**config.mk**
```make
export PLATFORM = sky130hd
export DESIGN_NAME = epoch_task_scheduler
export DESIGN_NICKNAME = d
export VERILOG_FILES = /design/src/rtl/ets_pkg.sv /design/src/rtl/epoch_task_scheduler.sv /design/src/rtl/ets_front.sv /design/src/rtl/ets_back.sv
export SDC_FILE = /design/constraint.sdc
export NUM_CORES = 1
export LEC_CHECK = 0
export ABC_CLOCK_PERIOD_IN_PS = 13700
export BUFFER_PORTS_ARGS = -buffer_cell sky130_fd_sc_hd__buf_4
export CAP_MARGIN = 0
export CORE_MARGIN = 4
export CORE_UTILIZATION = 67
export DETAILED_ROUTE_END_ITERATION = 7
export PLACE_DENSITY = 0.86
export SLEW_MARGIN = 10
export SYNTH_ARGS = -nofsm -noshare
export SYNTH_HDL_FRONTEND = slang
export SYNTH_HIERARCHICAL = 1
export SYNTH_SLANG_ARGS = --single-unit
export TNS_END_PERCENT = 50
```
**constraint.sdc**
```tcl
create_clock -name clk -period 13.7 [get_ports clk]
set_input_delay 2.055 -clock clk [delete_from_list [all_inputs] [get_ports clk]]
set_output_delay 2.055 -clock clk [all_outputs]
set_load 0.01 [all_outputs]
```
**src/rtl/ets_pkg.sv**
```systemverilog
// ----------------------------------------------------------------------------
// ets_pkg: shared types and constants for the epoch task scheduler
// Payload words, task mode codes and the front-to-back command word.
// ----------------------------------------------------------------------------
package ets_pkg;

    localparam int NUM_TASKS_DEF = 16;
    localparam int SLOT_W = 4;

    localparam logic [2:0] MODE_DEAD     = 3'd0;
    localparam logic [2:0] MODE_RUNNABLE = 3'd1;
    localparam logic [2:0] MODE_WAITING  = 3'd2;
    localparam logic [2:0] MODE_SLEEPING = 3'd3;
    localparam logic [2:0] MODE_STOPPING = 3'd4;

    localparam logic FUNC_SCHED = 1'b0;
    localparam logic FUNC_LOAD  = 1'b1;

    typedef struct packed {
        logic        func;
        logic [31:0] now_ms;
        logic [3:0]  slot;
        logic        slot_valid;
        logic [2:0]  task_state_in;
        logic [6:0]  priority_in;
        logic [7:0]  ticks_in;
        logic [31:0] wake_time_in;
        logic        overflow_in;
    } in_word_t;

    typedef struct packed {
        logic       found;
        logic [3:0] next_slot;
        logic       reaper_wake;
        logic       recalculated;
    } out_word_t;

    // command handed from front to back; in_range set when load slot fits the table
    typedef struct packed {
        in_word_t word;
        logic     in_range;
    } cmd_t;

endpackage

```
**src/rtl/epoch_task_scheduler.sv**
```systemverilog
// ----------------------------------------------------------------------------
// epoch_task_scheduler: epoch-based counter priority scheduler
// Task slot table with load and schedule words.
// ----------------------------------------------------------------------------
// A load word passes through the back end's done state. A schedule word scans one slot
// per cycle, then runs a tick refill pass and a second scan when the first scan
// finds every runnable task at zero ticks. The back end is a single-slot
// scan sequencer over the task table. A two-entry queue lets the front take
// words while the back end scans or while a result waits to be taken.
module epoch_task_scheduler #(
    parameter int NUM_TASKS = ets_pkg::NUM_TASKS_DEF
) (
    input  logic               clk,
    input  logic               rst_n,
    input  logic               in_valid,
    output logic               in_ready,
    input  ets_pkg::in_word_t  in_data,
    output logic               out_valid,
    input  logic               out_ready,
    output ets_pkg::out_word_t out_data
);

    logic          cmd_valid, cmd_ready;
    ets_pkg::cmd_t cmd;

    ets_front #(.NUM_TASKS(NUM_TASKS)) u_front (
        .clk(clk), .rst_n(rst_n),
        .in_valid(in_valid), .in_ready(in_ready), .in_data(in_data),
        .cmd_valid(cmd_valid), .cmd_ready(cmd_ready), .cmd(cmd)
    );

    ets_back #(.NUM_TASKS(NUM_TASKS)) u_back (
        .clk(clk), .rst_n(rst_n),
        .cmd_valid(cmd_valid), .cmd_ready(cmd_ready), .cmd(cmd),
        .out_valid(out_valid), .out_ready(out_ready), .out_data(out_data)
    );

endmodule

```
**src/rtl/ets_front.sv**
```systemverilog
// ----------------------------------------------------------------------------
// ets_front: input stage and command queue
// Accepts input words, classifies loads by slot range, queues two commands.
// ----------------------------------------------------------------------------
module ets_front #(
    parameter int NUM_TASKS = ets_pkg::NUM_TASKS_DEF
) (
    input  logic              clk,
    input  logic              rst_n,
    input  logic              in_valid,
    output logic              in_ready,
    input  ets_pkg::in_word_t in_data,
    output logic              cmd_valid,
    input  logic              cmd_ready,
    output ets_pkg::cmd_t     cmd
);

    ets_pkg::cmd_t q_reg [2];
    logic [1:0]    cnt_reg, cnt_next;
    logic          rd_reg, rd_next;
    logic          wr_reg, wr_next;
    ets_pkg::cmd_t new_cmd;
    logic          push, pop;

    always_comb
    begin
        new_cmd.word     = in_data;
        new_cmd.in_range = (int'(in_data.slot) < NUM_TASKS);
    end

    assign in_ready  = (cnt_reg != 2'd2);
    assign cmd_valid = (cnt_reg != 2'd0);
    assign cmd       = q_reg[rd_reg];
    assign push      = in_valid && in_ready;
    assign pop       = cmd_valid && cmd_ready;

    always_comb
    begin
        cnt_next = cnt_reg + 2'(push) - 2'(pop);
        rd_next  = rd_reg ^ pop;
        wr_next  = wr_reg ^ push;
    end

    always_ff @(posedge clk or negedge rst_n)
    begin
        if (!rst_n)
        begin
            cnt_reg <= '0;
            rd_reg  <= 1'b0;
            wr_reg  <= 1'b0;
        end
        else
        begin
            cnt_reg <= cnt_next;
            rd_reg  <= rd_next;
            wr_reg  <= wr_next;
        end
    end

    always_ff @(posedge clk)
    begin
        if (push)
            q_reg[wr_reg] <= new_cmd;
    end

endmodule

```
**src/rtl/ets_back.sv**
```systemverilog
// ----------------------------------------------------------------------------
// ets_back: task table and scan sequencer
// Walks the slots one per cycle: overflow, wake, best pick, then recalc when all runnable are at zero ticks.
// ----------------------------------------------------------------------------
module ets_back #(
    parameter int NUM_TASKS = ets_pkg::NUM_TASKS_DEF
) (
    input  logic               clk,
    input  logic               rst_n,
    input  logic               cmd_valid,
    output logic               cmd_ready,
    input  ets_pkg::cmd_t      cmd,
    output logic               out_valid,
    input  logic               out_ready,
    output ets_pkg::out_word_t out_data
);

    localparam int IW = (NUM_TASKS > 1) ? $clog2(NUM_TASKS) : 1;

    typedef enum logic [1:0] { S_IDLE, S_SCAN, S_RECALC, S_DONE } state_t;

    state_t      state_reg;
    logic [IW-1:0] idx_reg;
    logic [NUM_TASKS-1:0] present_reg;
    logic [2:0]  mode_reg   [NUM_TASKS];
    logic [7:0]  ticks_reg  [NUM_TASKS];
    logic [6:0]  prio_reg   [NUM_TASKS];
    logic [31:0] wake_reg   [NUM_TASKS];
    logic        ovf_reg    [NUM_TASKS];
    logic [31:0] now_reg;
    logic        have_reg;
    logic [7:0]  top_reg;
    logic [IW-1:0] best_reg;
    logic        reaper_reg, recalc_reg;
    ets_pkg::out_word_t res_reg;
    logic        res_valid_reg;

    logic [2:0]  m0, m1, m2;
    logic        ovf_hit;
    logic        last;
    logic        better;
    logic [IW-1:0] ld_idx;

    assign last      = (idx_reg == IW'(NUM_TASKS - 1));
    assign cmd_ready = (state_reg == S_IDLE) && !res_valid_reg;
    assign out_valid = res_valid_reg;
    assign out_data  = res_reg;
    assign ld_idx    = IW'(cmd.word.slot);

    // per-slot mode update for the slot under scan
    always_comb
    begin
        m0 = mode_reg[idx_reg];
        ovf_hit = present_reg[idx_reg] && (m0 == ets_pkg::MODE_RUNNABLE)
                  && ovf_reg[idx_reg];
        m1 = ovf_hit ? ets_pkg::MODE_STOPPING : m0;
        m2 = ((m1 == ets_pkg::MODE_SLEEPING) && (now_reg >= wake_reg[idx_reg]))
             ? ets_pkg::MODE_RUNNABLE : m1;
        better = present_reg[idx_reg] && (m2 == ets_pkg::MODE_RUNNABLE)
                 && (!have_reg || (ticks_reg[idx_reg] > top_reg));
    end

    always_ff @(posedge clk or negedge rst_n)
    begin
        if (!rst_n)
        begin
            state_reg     <= S_IDLE;
            present_reg   <= '0;
            res_valid_reg <= 1'b0;
            idx_reg       <= '0;
        end
        else
        begin
            if (res_valid_reg && out_ready)
                res_valid_reg <= 1'b0;
            case (state_reg)
                S_IDLE:
                begin
                    if (cmd_valid && cmd_ready)
                    begin
                        if (cmd.word.func == ets_pkg::FUNC_LOAD)
                        begin
                            if (cmd.in_range)
                                present_reg[ld_idx] <= cmd.word.slot_valid;
                            state_reg <= S_DONE;
                            have_reg  <= 1'b0;
                            reaper_reg <= 1'b0;
                            recalc_reg <= 1'b0;
                        end
                        else
                        begin
                            state_reg  <= S_SCAN;
                            idx_reg    <= '0;
                            have_reg   <= 1'b0;
                            top_reg    <= '0;
                            best_reg   <= '0;
                            reaper_reg <= 1'b0;
                            recalc_reg <= 1'b0;
                        end
                    end
                end
                S_SCAN:
                begin
                    if (ovf_hit)
                        reaper_reg <= 1'b1;
                    if (better)
                    begin
                        have_reg <= 1'b1;
                        top_reg  <= ticks_reg[idx_reg];
                        best_reg <= idx_reg;
                    end
                    idx_reg <= last ? '0 : idx_reg + 1'b1;
                    if (last)
                    begin
                        // all runnable at zero ticks: refill once
                        if (!recalc_reg && (have_reg || better)
                            && (better ? ticks_reg[idx_reg] == 8'd0 : top_reg == 8'd0))
                        begin
                            state_reg <= S_RECALC;
                        end
                        else
                            state_reg <= S_DONE;
                    end
                end
                S_RECALC:
                begin
                    idx_reg <= last ? '0 : idx_reg + 1'b1;
                    if (last)
                    begin
                        recalc_reg <= 1'b1;
                        have_reg   <= 1'b0;
                        top_reg    <= '0;
                        best_reg   <= '0;
                        state_reg  <= S_SCAN;
                    end
                end
                S_DONE:
                begin
                    res_valid_reg <= 1'b1;
                    state_reg     <= S_IDLE;
                end
                default: state_reg <= S_IDLE;
            endcase
        end
    end

    always_ff @(posedge clk)
    begin
        if (state_reg == S_IDLE && cmd_valid && cmd_ready
            && cmd.word.func == ets_pkg::FUNC_LOAD && cmd.in_range)
        begin
            mode_reg[ld_idx]  <= cmd.word.task_state_in;
            ticks_reg[ld_idx] <= cmd.word.ticks_in;
            prio_reg[ld_idx]  <= cmd.word.priority_in;
            wake_reg[ld_idx]  <= cmd.word.wake_time_in;
            ovf_reg[ld_idx]   <= cmd.word.overflow_in;
        end
        if (state_reg == S_SCAN && present_reg[idx_reg])
            mode_reg[idx_reg] <= m2;
        if (state_reg == S_RECALC && present_reg[idx_reg])
            ticks_reg[idx_reg] <= {1'b0, ticks_reg[idx_reg][7:1]}
                                  + {1'b0, prio_reg[idx_reg]};
        if (state_reg == S_IDLE && cmd_valid && cmd_ready)
            now_reg <= cmd.word.now_ms;
        if (state_reg == S_DONE)
        begin
            res_reg.found        <= have_reg;
            res_reg.next_slot    <= have_reg ? 4'(best_reg) : 4'd0;
            res_reg.reaper_wake  <= reaper_reg;
            res_reg.recalculated <= recalc_reg;
        end
    end

endmodule

```
---- Yosys cells after proc, flatten, opt, wreduce, memory -nomap -nowiden ----
Memories as Yosys holds them, arrays and structs flattened.
Cells that the tools add are included.
Widths: inputs -> output; s select.
cells by class
  muxes and demuxes ....................... 50
  bitwise gates (word level) .............. 2
  eq/ne operators ......................... 14
  add/subtract/negate cells ............... 4
  magnitude comparators ................... 5
  reduce and logical (&&, ||, !) cells .... 42
operators by type and width
  cell                number
  $mux 8              5
  $ge 32x32->1        1
  $mux 4              7
  $pmux 8 s3          1
  $mux 1              21
  $logic_and 1x1->1   17
  $bwmux 16           1
  $logic_not 8->1     2
  $pmux 4 s3          1
  $reduce_and 4->1    3
  $lt 4x5->1 const B  2
  $reduce_bool 2->1   5
  $mux 3              3
  $add 7x7->8         1
  $gt 8x8->1          1
  $mux 2              4
  $ne 2x1->1 const B  4
  $pmux 2 s4          1
  $pmux 4 s2          1
  $reduce_or 8->1     1
  $eq 3x1->1 const B  2
  $ne 2x2->1 const B  3
  $reduce_and 3->1    2
  $reduce_and 6->1    1
  other kinds (21)    27
storage, ports and cells
  output and inout bits ................... 9
  bits in writable memories ............... 994
  input bits .............................. 93
  register bits after elaboration ......... 81
  memories ................................ 6
memory list
  name              depth  width  rd ports  clocked after memory_dff  wr ports  line             source
  u_back.wake_reg   16     32     1         0                         1         ets_back.sv:28   logic [31:0] wake_reg [NUM_TASKS];
  u_front.q_reg     2      89     1         0                         1         ets_front.sv:18  ets_pkg::cmd_t q_reg [2];
  u_back.ticks_reg  16     8      1         0                         1         ets_back.sv:26   logic [7:0] ticks_reg [NUM_TASKS];
  u_back.prio_reg   16     7      1         0                         1         ets_back.sv:27   logic [6:0] prio_reg [NUM_TASKS];
  u_back.mode_reg   16     3      1         0                         1         ets_back.sv:25   logic [2:0] mode_reg [NUM_TASKS];
  u_back.ovf_reg    16     1      1         0                         1         ets_back.sv:29   logic ovf_reg [NUM_TASKS];

---- Logic depth before layout (Yosys ltp) ----
Gate-level depths: netlist (run 1).
  word-level depth ........................ 17
  gate-level depth with buffers ........... 16
  mapped depth without buffers ............ 13

---- Hierarchy ----
Netlist (run 1), hierarchy kept.
by module, submodules not included
  module     area an instance (um^2)  sequential area each (um^2)  cells each  instances
  ets_back   35412.7                  26700.6                      1646        1
  ets_front  6696.4                   5445.2                       302         1

---- Worst setup path before layout (run 1) ----
Ideal clock, no wire load.
  path kind ............................... register to register
  start point ............................. reg u_back.state_reg[0]
  end point ............................... reg u_back.present_reg[12]
  slack ................................... 7.557 ns
  stages on the path, launching flop included .. 13
  arrival time ............................ 6.017 ns
  setup time .............................. 0.126 ns
  cells stage by stage .................... dfrtp_1 > inv_1 > ha_1 > clkbuf_1 > inv_1 > nor2_1 > nand2_1 > inv_1 > and3_1 > buf_2 > nand3_1 > nor3_1 > mux2_2
between the ends
  word-level cells in the longest chain between the ends .. 4
RTL lines
  item                            line                        source
  start: declaration              ets_back.sv:22              state_t state_reg;
  start signal: assignment        ets_back.sv:67              state_reg <= S_IDLE;
  start signal: assignment        ets_back.sv:85              state_reg <= S_DONE;
  start signal: assignment        ets_back.sv:92              state_reg <= S_SCAN;
  $logic_not 2->1                 ets_back.sv:45              assign cmd_ready = (state_reg == S_IDLE) && !res_valid_reg;
  $logic_and 1x1->1               ets_back.sv:45
  via cmd_ready                   epoch_task_scheduler.sv:23  logic cmd_valid, cmd_ready;
  $logic_and 1x1->1               ets_back.sv:79              if (cmd_valid && cmd_ready)
  $reduce_and 4->1 (no line)      n/a
  end signal: indexed assignment  ets_back.sv:84              present_reg[ld_idx] <= cmd.word.slot_valid;
  end: declaration                ets_back.sv:24              logic [NUM_TASKS-1:0] present_reg;
The timed path passes the listed nets, and every way through them passes these cells.
A chain may end at the register's enable or synchronous reset.

---- Worst setup path after layout (run 1) ----
  start point ............................. reg u_back.idx_reg[1]
  end point ............................... reg u_back.best_reg[1], enable pin
between the ends
  word-level cells in the longest chain between the ends .. 13
RTL lines
  item                                                    line             source
  start: declaration                                      ets_back.sv:23   logic [IW-1:0] idx_reg;
  start signal: assignment                                ets_back.sv:112  idx_reg <= last ? '0 : idx_reg + 1'b1;
  start signal: assignment                                ets_back.sv:127  idx_reg <= last ? '0 : idx_reg + 1'b1;
  branches (longest 12 deep; another with $mem_v2 16x32)  n/a
  $reduce_and 6->1 (no line) *                            n/a
  end signal: assignment                                  ets_back.sv:110  best_reg <= idx_reg;
  end: declaration                                        ets_back.sv:33   logic [IW-1:0] best_reg;
Mark *: on every way between the ends. The select of a mux whose other input is x is not followed.

==> metrics.txt, run 1 <==
Reg2Reg Depth=12; Layout area overhead=12.0%; Tmin final=5910 ps; Hold Path End=u_back/out_data[1]$_DFFE_PP_; Clk Latency, worst-skew pair=around 670 ps; CTS tree=done; CTS Buf Count=100; Max IR drop VDD=around 0.00015 V; DRT antenna net count=0; Clock Path Buffers=3; most frequent cell after synthesis=edfxtp_1; IO Count=102; synthesis-stage register bit count=between 1000 and 1500; WL/cell=33.7 µm; Post-Syn Area per Cell=between 20 and 25 µm²; initial core utilization=68.0%; CTS H-tree lvls=3; final count of pins violating max slew=0; Final Util=between 70 and 80%; kind of end point of the critical path=flop; global placer's final weighted congestion=0.855; Setup Viol. Count Final=0; post-synthesis compound-gate area fraction=1.86%; achievable frequency=169 MHz; antenna violations before repair=0; post-CTS setup buffer count=0; Sw Share=28.7%; crit-path max FO=64; syn nets=around 2100; synth warn=6; synth top area cells=edfxtp_1 75%, mux4_2 13%, mux2_2 2.9%; ys flop type=edfxtp_1; Final #Nets=2247; routed wire length=102000 µm; fraction of synthesized cell area taken by the top area cell type=74.7%; R2R Setup Slk=7790 ps; layout cells sized above 1=30.0%; buffers added on ports=101; Mapped Area=about 42000 µm²; # DRC=0; Post-DP HPWL=50000 µm; most area-hungry cell type in the Yosys netlist=edfxtp_1; Clock Power Share=between 20 and 30%; Mapped Cells=1948; Comb pwr share=25.3%; relative slew slack=14.2%; Worst Skew=about 29 ps; First-pass DRT Iterations=7; Synth cell types=59; Die Area=66900 µm²; period utilisation layout=43.1%; Total Power=9.47 mW; Worst setup SP type=flop; CP arrival=6170 ps; Row Count=91; worst path required time=between 10000 and 15000 ps; Reg power frac=45.2%; post-synthesis sequential area ratio=76.3%; largest net degree at the start of global routing=111; adder-cell share of the synthesized area=1.65%; aggregate global routing overflow=0; commonest cells in the netlist=1048 x edfxtp_1, 247 x mux4_2, 108 x mux2_2; Hold Vio Cnt, Final=0; Die X=259 µm; first-pass GRT wire length=about 150000 µm; Place WS=7800 ps; vias in the first global route=22200; total number of vias=21400; Worst-Margin Slew=about 1300 ps; # diodes=0; post-synthesis mux area share=16.3%; CORE AREA=61900 µm²; Max Cap Viol=0; Min-Delay Path Depth=0; Worst Hold Launch=u_back/reaper_reg$_DFFE_PP_; Tightest Hold Check Type=flop to flop; Via density=7.07; Starting DRT DRC Count=3134; Post-synth ARST share=2.51%; final setup margin=around 8000 ps; Sw Pwr=2.72 mW; max reg flops=512; largest family of logic cells by synthesized area=multiplexers; outcome=finished, final reports clean; worst reg2reg endpoint=u_back/best_reg[1]$_SDFFCE_PN0P_; Synth Area in Simple Gates=2.16%; CTS Hold Bufs=0; final hold slack=427 ps; die height=259 µm; CTS resizes=0; Overall Global Routing Usage=just over 30%; Cell Int Power=6.75 mW; RSZ-0062 raised after global routing=no; power per cell area=201 nW/µm²; reg2reg start=u_back/idx_reg[1]$_DFFE_PN0P_; leakage power=15.4 nW; xor-xnor portion of the synthesized cell area=0.146%; setup_tns=0 ps; Clock Sinks=roughly 1100; Post-synth EDFFs=1048; clk slew on worst S/H paths=60 ps; clk root buf=clkbuf_16; kind of critical path=flop to flop
## worst max path at each step
| stage | from | to | cells after the start |
|---|---|---|---|
| detailed placement | u_back/idx_reg[0]$_DFFE_PN0P_ | u_back/top_reg[6]$_SDFFCE_PN0P_ | 12 |
| global placement | u_back/idx_reg[0]$_DFFE_PN0P_ | u_back/best_reg[0]$_SDFFCE_PN0P_ | 12 |
| CTS | u_back/idx_reg[0]$_DFFE_PN0P_ | u_back/best_reg[3]$_SDFFCE_PN0P_ | 12 |
| finish | u_back/idx_reg[1]$_DFFE_PN0P_ | u_back/best_reg[1]$_SDFFCE_PN0P_ | 12 |
| global route | u_back/idx_reg[0]$_DFFE_PN0P_ | u_back/best_reg[3]$_SDFFCE_PN0P_ | 12 |
| floorplan | u_back/state_reg[0]$_DFFE_PN0P_ | u_back/present_reg[12]$_DFFE_PN0P_ | 12 |
## layout make-up
cell class	count	area (µm²)
Sequential cell	1075	32200
Multi-Input combinational cell	734	9450
Inverter	56	210
Timing Repair Buffer	132	1030
Clock buffer	134	2720
Clock inverter	50	559
Fill cell	3043	14800
Tap cell	837	1050
## stage by stage
stage          area, µm²  std cells
6_report           47200       3018
5_1_grt            47200       3018
4_1_cts            47200       3018
3_5_place_dp       43900       2834
3_3_place_gp       43900       2834
2_1_floorplan      42100       1948
## metal layers
metal,track usage (%),vias up,part of all wire [%]
met1,41.4,11000,34
met3,5.54,324,9.7
met4,11.6,0,4.4
met5,0,-,0
met2,52.3,1697,52
li1,-,8331,-
## critical path, cell delays in order (launching register included)
cell      delay (ps)
dfrtp_4          840
buf_4            860
mux4_2           430
mux4_2           500
inv_1            100
ha_1             160
nand4_1          250
nor4_1           550
and4_1           270
a22oi_1          180
a21oi_2          260
nand2_1          110
a221oi_2         940
## layout by cell type, fill, tap and decap left out, drive strengths merged, types with 3 or more instances in the layout
cell type	Yosys	layout
clkbuf	34	134
nand3	4	4
and3	5	5
mux2	108	108
dfrtp	27	27
edfxtp	1048	1048
buf	49	132
a21oi	30	30
nand4	8	8
nand2	45	45
ha	54	54
a221oi	3	3
nor3	11	11
clkinv	0	33
o21ai	17	17
a31oi	7	7
nor2	68	68
and2	18	18
nor4	3	3
o21a	4	4
bufinv	0	11
a22oi	21	21
nor2b	10	10
o21bai	3	3
mux4	247	247
a21o	10	10
clkinvlp	0	3
a22o	3	3
nand2b	10	10
mux2i	8	8
or2	4	4
inv	56	59
xnor2	5	5
## power groups by stage
stage               logic [mW]  registers (mW)  clock network, mW
floorplan                 1.72            4.26                  0
global placement          2.15            4.33                  0
detailed placement        2.28            4.34                  0
CTS                       2.37            4.29               2.82
global route              2.56            4.30               2.97
finish                    2.40            4.29               2.79
## kinds of logic (layout without fill, tap and decap cells)
kind of cell	after synthesis	count (layout)
compound gates	116	116
fa+ha+maj	55	55
buf+inv	139	372
mux	363	363
simple gates	192	192
xor+xnor	7	7
other cells	1	1
flops	1075	1075
No activity file was read; power rests on OpenSTA's default activity.
==> run 2: changes to the inputs <==
--- a/config.mk
+++ b/config.mk
@@ -5,13 +5,13 @@
 export SDC_FILE = /design/constraint.sdc
 export NUM_CORES = 1
 export LEC_CHECK = 0
-export ABC_CLOCK_PERIOD_IN_PS = 13700
+export ABC_CLOCK_PERIOD_IN_PS = 5200
 export BUFFER_PORTS_ARGS = -buffer_cell sky130_fd_sc_hd__buf_4
 export CAP_MARGIN = 0
 export CORE_MARGIN = 4
-export CORE_UTILIZATION = 67
+export CORE_UTILIZATION = 56
 export DETAILED_ROUTE_END_ITERATION = 7
-export PLACE_DENSITY = 0.86
+export PLACE_DENSITY = 0.76
 export SLEW_MARGIN = 10
 export SYNTH_ARGS = -nofsm -noshare
 export SYNTH_HDL_FRONTEND = slang
==> constraint.sdc (replaced) <==
create_clock -name clk -period 5.2 [get_ports clk]
set_input_delay 0.78 -clock clk [delete_from_list [all_inputs] [get_ports clk]]
set_output_delay 0.78 -clock clk [all_outputs]
set_load 0.01 [all_outputs]
==> metrics.txt, run 2 (synthesized netlist as in run 1, its figures left out) <==
outcome=finished, final reports clean (unchanged); Via density=6.28 (was 7.07); R2R Setup Slk=290 ps (was 7790 ps); kind of critical path=flop to flop (unchanged); # diodes=0 (unchanged); Die X=282 µm (was 259 µm); Max IR drop VDD=0.000350 V (was 0.000154 V); Hold Vio Cnt, Final=0 (unchanged); CORE AREA=74400 µm² (was 61900 µm²); WL/cell=28.4 µm (was 33.7 µm); Sw Share=27.9% (was 28.7%); Starting DRT DRC Count=2177 (was 3134); CP arrival=5270 ps (was 6170 ps); worst path required time=5560 ps (was 13960 ps); Setup Viol. Count Final=0 (unchanged); Worst Skew=39.7 ps (was 28.6 ps); DRT antenna net count=0 (unchanged); RSZ-0062 raised after global routing=no (unchanged); Final #Nets=2324 (was 2247); period utilisation layout=94.5% (was 43.1%); Tightest Hold Check Type=primary input to async pin (was flop to flop); relative slew slack=33.9% (was 14.2%); Clock Sinks=1075 (unchanged); routed wire length=91800 µm (was 102000 µm); final setup margin=286 ps (was 7790 ps); Clock Power Share=29.1% (was 29.4%); Reg2Reg Depth=14 (was 12); Clock Path Buffers=3 (unchanged); kind of end point of the critical path=flop (unchanged); initial core utilization=56.6% (was 68.0%); CTS tree=done (unchanged); first-pass GRT wire length=137000 µm (was 150000 µm); clk root buf=clkbuf_16 (unchanged); Worst Setup EP=u_back/best_reg[3]$_SDFFCE_PN0P_ (was u_back/best_reg[1]$_SDFFCE_PN0P_); final count of pins violating max slew=0 (unchanged); Tmin final=4910 ps (was 5910 ps); Layout area overhead=14.2% (was 12.0%); largest net degree at the start of global routing=53 (was 111); Place WS=70.0 ps (was 7800 ps); Overall Global Routing Usage=23.5% (was 30.9%); Max Cap Viol=0 (unchanged); max reg flops=512 (unchanged); worst reg2reg endpoint=u_back/best_reg[3]$_SDFFCE_PN0P_ (was u_back/best_reg[1]$_SDFFCE_PN0P_); CTS H-tree lvls=3 (unchanged); Worst setup SP type=flop (unchanged); crit-path max FO=42 (was 64); setup_tns=0 ps (unchanged); reg2reg start=u_back/idx_reg[0]$_DFFE_PN0P_ (was u_back/idx_reg[1]$_DFFE_PN0P_); power per cell area=513 nW/µm² (was 201 nW/µm²); Worst-Margin Slew=988 ps (was 1280 ps); Sw Pwr=6.88 mW (was 2.72 mW); Post-DP HPWL=52700 µm (was 50000 µm); Cell Int Power=17.8 mW (was 6.75 mW); Clk Latency, worst-skew pair=660 ps (was 670 ps); Setup crit start=u_back/idx_reg[0]$_DFFE_PN0P_ (was u_back/idx_reg[1]$_DFFE_PN0P_); achievable frequency=203 MHz (was 169 MHz); die height=282 µm (was 259 µm); IO Count=102 (unchanged); First-pass DRT Iterations=5 (was 7); total number of vias=20300 (was 21400); CTS Buf Count=106 (was 100); Comb pwr share=25.7% (was 25.3%); most frequent cells in the layout=1048 x edfxtp_1, 247 x mux4_2, 187 x buf_4, 109 x clkbuf_16, 108 x mux2_2 (was 1048 x edfxtp_1, 247 x mux4_2, 129 x buf_4, 108 x mux2_2, 101 x clkbuf_16); layout cells sized above 1=32.2% (was 30.0%); buffers added on ports=101 (unchanged); antenna violations before repair=0 (unchanged); Row Count=100 (was 91); # DRC=0 (unchanged); leakage power=15.9 nW (was 15.4 nW); aggregate global routing overflow=0 (unchanged); Reg power frac=45.2% (about the same); Die Area=79600 µm² (was 66900 µm²); most common cell after layout, fill and taps aside=edfxtp_1 (unchanged); clk slew on worst S/H paths=60 ps (about the same); global placer's final weighted congestion=0.850 (was 0.855); vias in the first global route=21300 (was 22200); post-CTS setup buffer count=0 (unchanged)
[run 2: cell count changes in the layout (fill, tap and decap cells not counted), moves of 7 or more]
cell       change
clkinv_1      +10
clkbuf_16      +8
buf_4         +58
buf_12        +13
clkinv_2      +10
bufinv_16      -7
[run 2: how the worst min path moves through the flow]
stage	startpoint	end	cells after the start
after floorplan	u_back/reaper_reg$_DFFE_PP_	u_back/out_data[1]$_DFFE_PP_	0
after global placement	u_back/reaper_reg$_DFFE_PP_	u_back/out_data[1]$_DFFE_PP_	0
after detailed placement	u_back/reaper_reg$_DFFE_PP_	u_back/out_data[1]$_DFFE_PP_	0
after CTS	rst_n	u_back/idx_reg[0]$_DFFE_PN0P_	1
after global routing	rst_n	u_back/idx_reg[1]$_DFFE_PN0P_	1
final	rst_n	u_back/idx_reg[0]$_DFFE_PN0P_	1
[run 2: critical path, stage by stage (launching register included)]
cell and delay [ps]:
dfrtp_4 660, buf_12 370, mux4_2 550, mux4_2 470, inv_1 90, ha_1 150
nand4_1 320, nor4_4 510, buf_4 190, and4_1 180, a22oi_1 230, a21oi_2 260
nand2_1 110, a221oi_2 260, buf_4 230
[run 2: power by group through the flow]
| stage | Sequential (mW) | Clock, mW | Combinational (mW) |
|---|---|---|---|
| finish | 11.1 | 7.18 | 6.35 |
| global route | 11.2 | 7.71 | 6.85 |
| CTS | 11.2 | 7.32 | 6.38 |
| detailed placement | 11.3 | 0 | 6.30 |
| global placement | 11.3 | 0 | 6.07 |
| floorplan | 11.2 | 0 | 4.53 |
[run 2: what timing repair did]
action | CTS | global route
resized for setup | 0 | 2
endpoints found under the setup margin | 0 | 12
hold buffers | 0 | 0
[run 2: cell type report]
class                      instances  area (µm²)
clock buffer                     139        2880
clock inverter                    60         410
fill                            4732       26400
inverter                          56         210
multi-input combinational        734        9480
sequential                      1075       32200
tap                              969        1210
timing repair buffer             203        1720
[run 2: routing by layer]
layer  GRT usage [%]  share of wire, %  up-vias
li1                -                 -     8505
met1            32.1                38    10700
met2            39.5                51      983
met3            4.34               7.9      160
met4            6.65               2.6        0
met5               0                 0        -
[run 2: per-stage QoR]
step | instances | power [mW] | utilization [%] | hold slack, ps | area [µm²]
global route | 3236 | 25.7 | 64.6 | 79.6 | 48100
global placement | 3037 | 17.4 | 60.1 | 408 | 44800
detailed placement | 3037 | 17.6 | 60.1 | 411 | 44800
floorplan | 1948 | 15.8 | - | 400 | 42100
finish | 3236 | 24.7 | 64.6 | 77.3 | 48100
CTS | 3236 | 24.9 | 64.6 | 46.2 | 48100
==> run 3: changes to the inputs <==
--- a/config.mk
+++ b/config.mk
@@ -6,11 +6,11 @@
 export NUM_CORES = 1
 export LEC_CHECK = 0
 export ABC_CLOCK_PERIOD_IN_PS = 5200
-export BUFFER_PORTS_ARGS = -buffer_cell sky130_fd_sc_hd__buf_4
 export CAP_MARGIN = 0
 export CORE_MARGIN = 4
-export CORE_UTILIZATION = 56
+export CORE_UTILIZATION = 57
 export DETAILED_ROUTE_END_ITERATION = 7
+export DONT_BUFFER_PORTS = 1
 export PLACE_DENSITY = 0.76
 export SLEW_MARGIN = 10
 export SYNTH_ARGS = -nofsm -noshare
==> metrics.txt, run 3 (synthesized netlist as in run 1, its figures left out) <==
Post-DP HPWL=52200 µm (was 52700 µm); buffers added on ports=0 (was 101); IO Count=102 (unchanged); Fill cells=4589 (was 4732); Tmin final=4850 ps (was 4910 ps); routed wire length=89600 µm (was 91800 µm); area of the multi-input gates=9470 µm² (was 9480 µm²); Clock Sinks=1075 (unchanged); DRT antenna net count=0 (unchanged); Die X=280 µm (was 282 µm); setup_tns=0 ps (unchanged); Starting DRT DRC Count=2407 (was 2177); final count of pins violating max slew=0 (unchanged); CTS H-tree lvls=3 (unchanged); Tightest Hold Check Type=primary input to flop (was primary input to async pin); most frequent cells in the layout=1048 x edfxtp_1, 247 x mux4_2, 108 x mux2_2, 106 x clkbuf_16, 61 x buf_4 (was 1048 x edfxtp_1, 247 x mux4_2, 187 x buf_4, 109 x clkbuf_16, 108 x mux2_2); area occupied by registers=32200 µm² (unchanged); Worst Skew=27.0 ps (was 39.7 ps); kind of end point of the critical path=flop (unchanged); CTS tree=done (unchanged); CP arrival=5190 ps (was 5270 ps); Setup crit start=u_back/idx_reg[0]$_DFFE_PN0P_ (unchanged); RSZ-0062 raised after global routing=no (unchanged); Layout area overhead=12.1% (was 14.2%); Via density=6.44 (was 6.28); Final #Nets=2199 (was 2324); post-route cell area=47200 µm² (was 48100 µm²); Total Power=24.6 mW (was 24.7 mW); final setup margin=348 ps (was 286 ps); vias in the first global route=20700 (was 21300); most common cell after layout, fill and taps aside=edfxtp_1 (unchanged); final cell count without fillers=3091 (was 3236); Clk Latency, worst-skew pair=670 ps (was 660 ps); outcome=finished, final reports clean (unchanged); layout cells sized above 1=28.8% (was 32.2%); Final Util=64.6% (about the same); DP Cell Count=2903 (was 3037); Max Cap Viol=0 (unchanged); Overall Global Routing Usage=23.3% (was 23.5%); die height=280 µm (was 282 µm); Worst setup SP type=flop (unchanged); CORE AREA=73100 µm² (was 74400 µm²); Clock Path Buffers=3 (unchanged); clk root buf=clkbuf_16 (unchanged); Die Area=78300 µm² (was 79600 µm²); Max IR drop VDD=0.000407 V (was 0.000350 V); global placer's final weighted congestion=0.870 (was 0.850); dpl cell area=43900 µm² (was 44800 µm²); Setup Viol. Count Final=0 (unchanged); # diodes=0 (unchanged); total number of vias=19900 (was 20300); aggregate global routing overflow=0 (unchanged); power per cell area=521 nW/µm² (was 513 nW/µm²); Row Count=99 (was 100); relative slew slack=30.5% (was 33.9%); CTS Buf Count=103 (was 106); Worst-Margin Slew=1040 ps (was 988 ps); Hold Vio Cnt, Final=0 (unchanged); first-pass GRT wire length=134000 µm (was 137000 µm); WL/cell=29.0 µm (was 28.4 µm); clk slew on worst S/H paths=60 ps (about the same); largest net degree at the start of global routing=70 (was 53); crit-path max FO=21 (was 42); kind of critical path=flop to flop (unchanged); Place WS=-13.3 ps (was 70.0 ps); max reg flops=512 (unchanged); initial core utilization=57.6% (was 56.6%); First-pass DRT Iterations=7 (was 5); # DRC=0 (unchanged); achievable frequency=206 MHz (was 203 MHz); post-CTS setup buffer count=0 (unchanged); leakage power=15.3 nW (was 15.9 nW); final hold slack=206 ps (was 77.3 ps); period utilisation layout=93.3% (was 94.5%); reg2reg start=u_back/idx_reg[0]$_DFFE_PN0P_ (unchanged); antenna violations before repair=0 (unchanged); Worst Hold Launch=in_data[49]; worst path required time=5530 ps (was 5560 ps)
-- run 3: cell count changes in the layout (fill, tap and decap cells not counted), moves of 6 or more --
cell | before | now
clkbuf_1 | 26 | 15
bufinv_16 | 4 | 10
buf_4 | 187 | 61
clkinv_1 | 30 | 22
-- run 3: final cells by class --
class	count	share of cell area (%)
Tap cell	959	2.54
Timing Repair Buffer	81	1.80
Sequential cell	1075	68.1
Inverter	56	0.445
Clock buffer	121	5.74
Clock inverter	65	1.29
Multi-Input combinational cell	734	20.1
-- run 3: repair_timing --
item / CTS / global route
hold buffers: 2 / 0
resized for setup: 1 / 1
hold endpoints to repair: 27 / 0
endpoints found under the setup margin: 16 / 12
pin swaps: 0 / 0
-- run 3: worst max-delay path, cell delays in order (launching register included) --
cell and delay, ps:
dfrtp_4 480, buf_12 220, buf_12 240, mux4_2 560, mux4_2 520, ha_1 290, nand2b_1 160, a2111oi_0 490
o31ai_1 120, a22oi_1 380, a31oi_1 190, o31ai_2 840
-- run 3: final timing paths --
path                                                    to  slack, ps  cells after the start
max in group asynchronous    u_back/idx_reg[1]$_DFFE_PN0P_       4420                      2
min in group asynchronous         u_front/rd_reg$_DFF_PN0_        570                      2
max                        u_back/mode_reg[5][1]$_DFFE_PP_        350                     11
max reg2reg                u_back/mode_reg[5][1]$_DFFE_PP_        350                     11
min                         u_front/q_reg[0][49]$_DFFE_PP_        210                      0
min reg2reg                   u_back/out_data[1]$_DFFE_PP_        470                      0
-- run 3: routing by layer --
layer | global-route usage [%] | share of wire [%] | up-vias
met3 | 4.45 | 7.7 | 174
met4 | 7.60 | 3.0 | 0
li1 | - | - | 8256
met1 | 31.9 | 39 | 10500
met5 | 0 | 0 | -
met2 | 38.5 | 51 | 950
-- run 3: where the power goes --
part | total (mW) | internal (mW) | switching, mW
Combinational | 6.05 | 2.65 | 3.40
Clock | 7.32 | 4.21 | 3.11
Sequential | 11.2 | 10.9 | 0.310
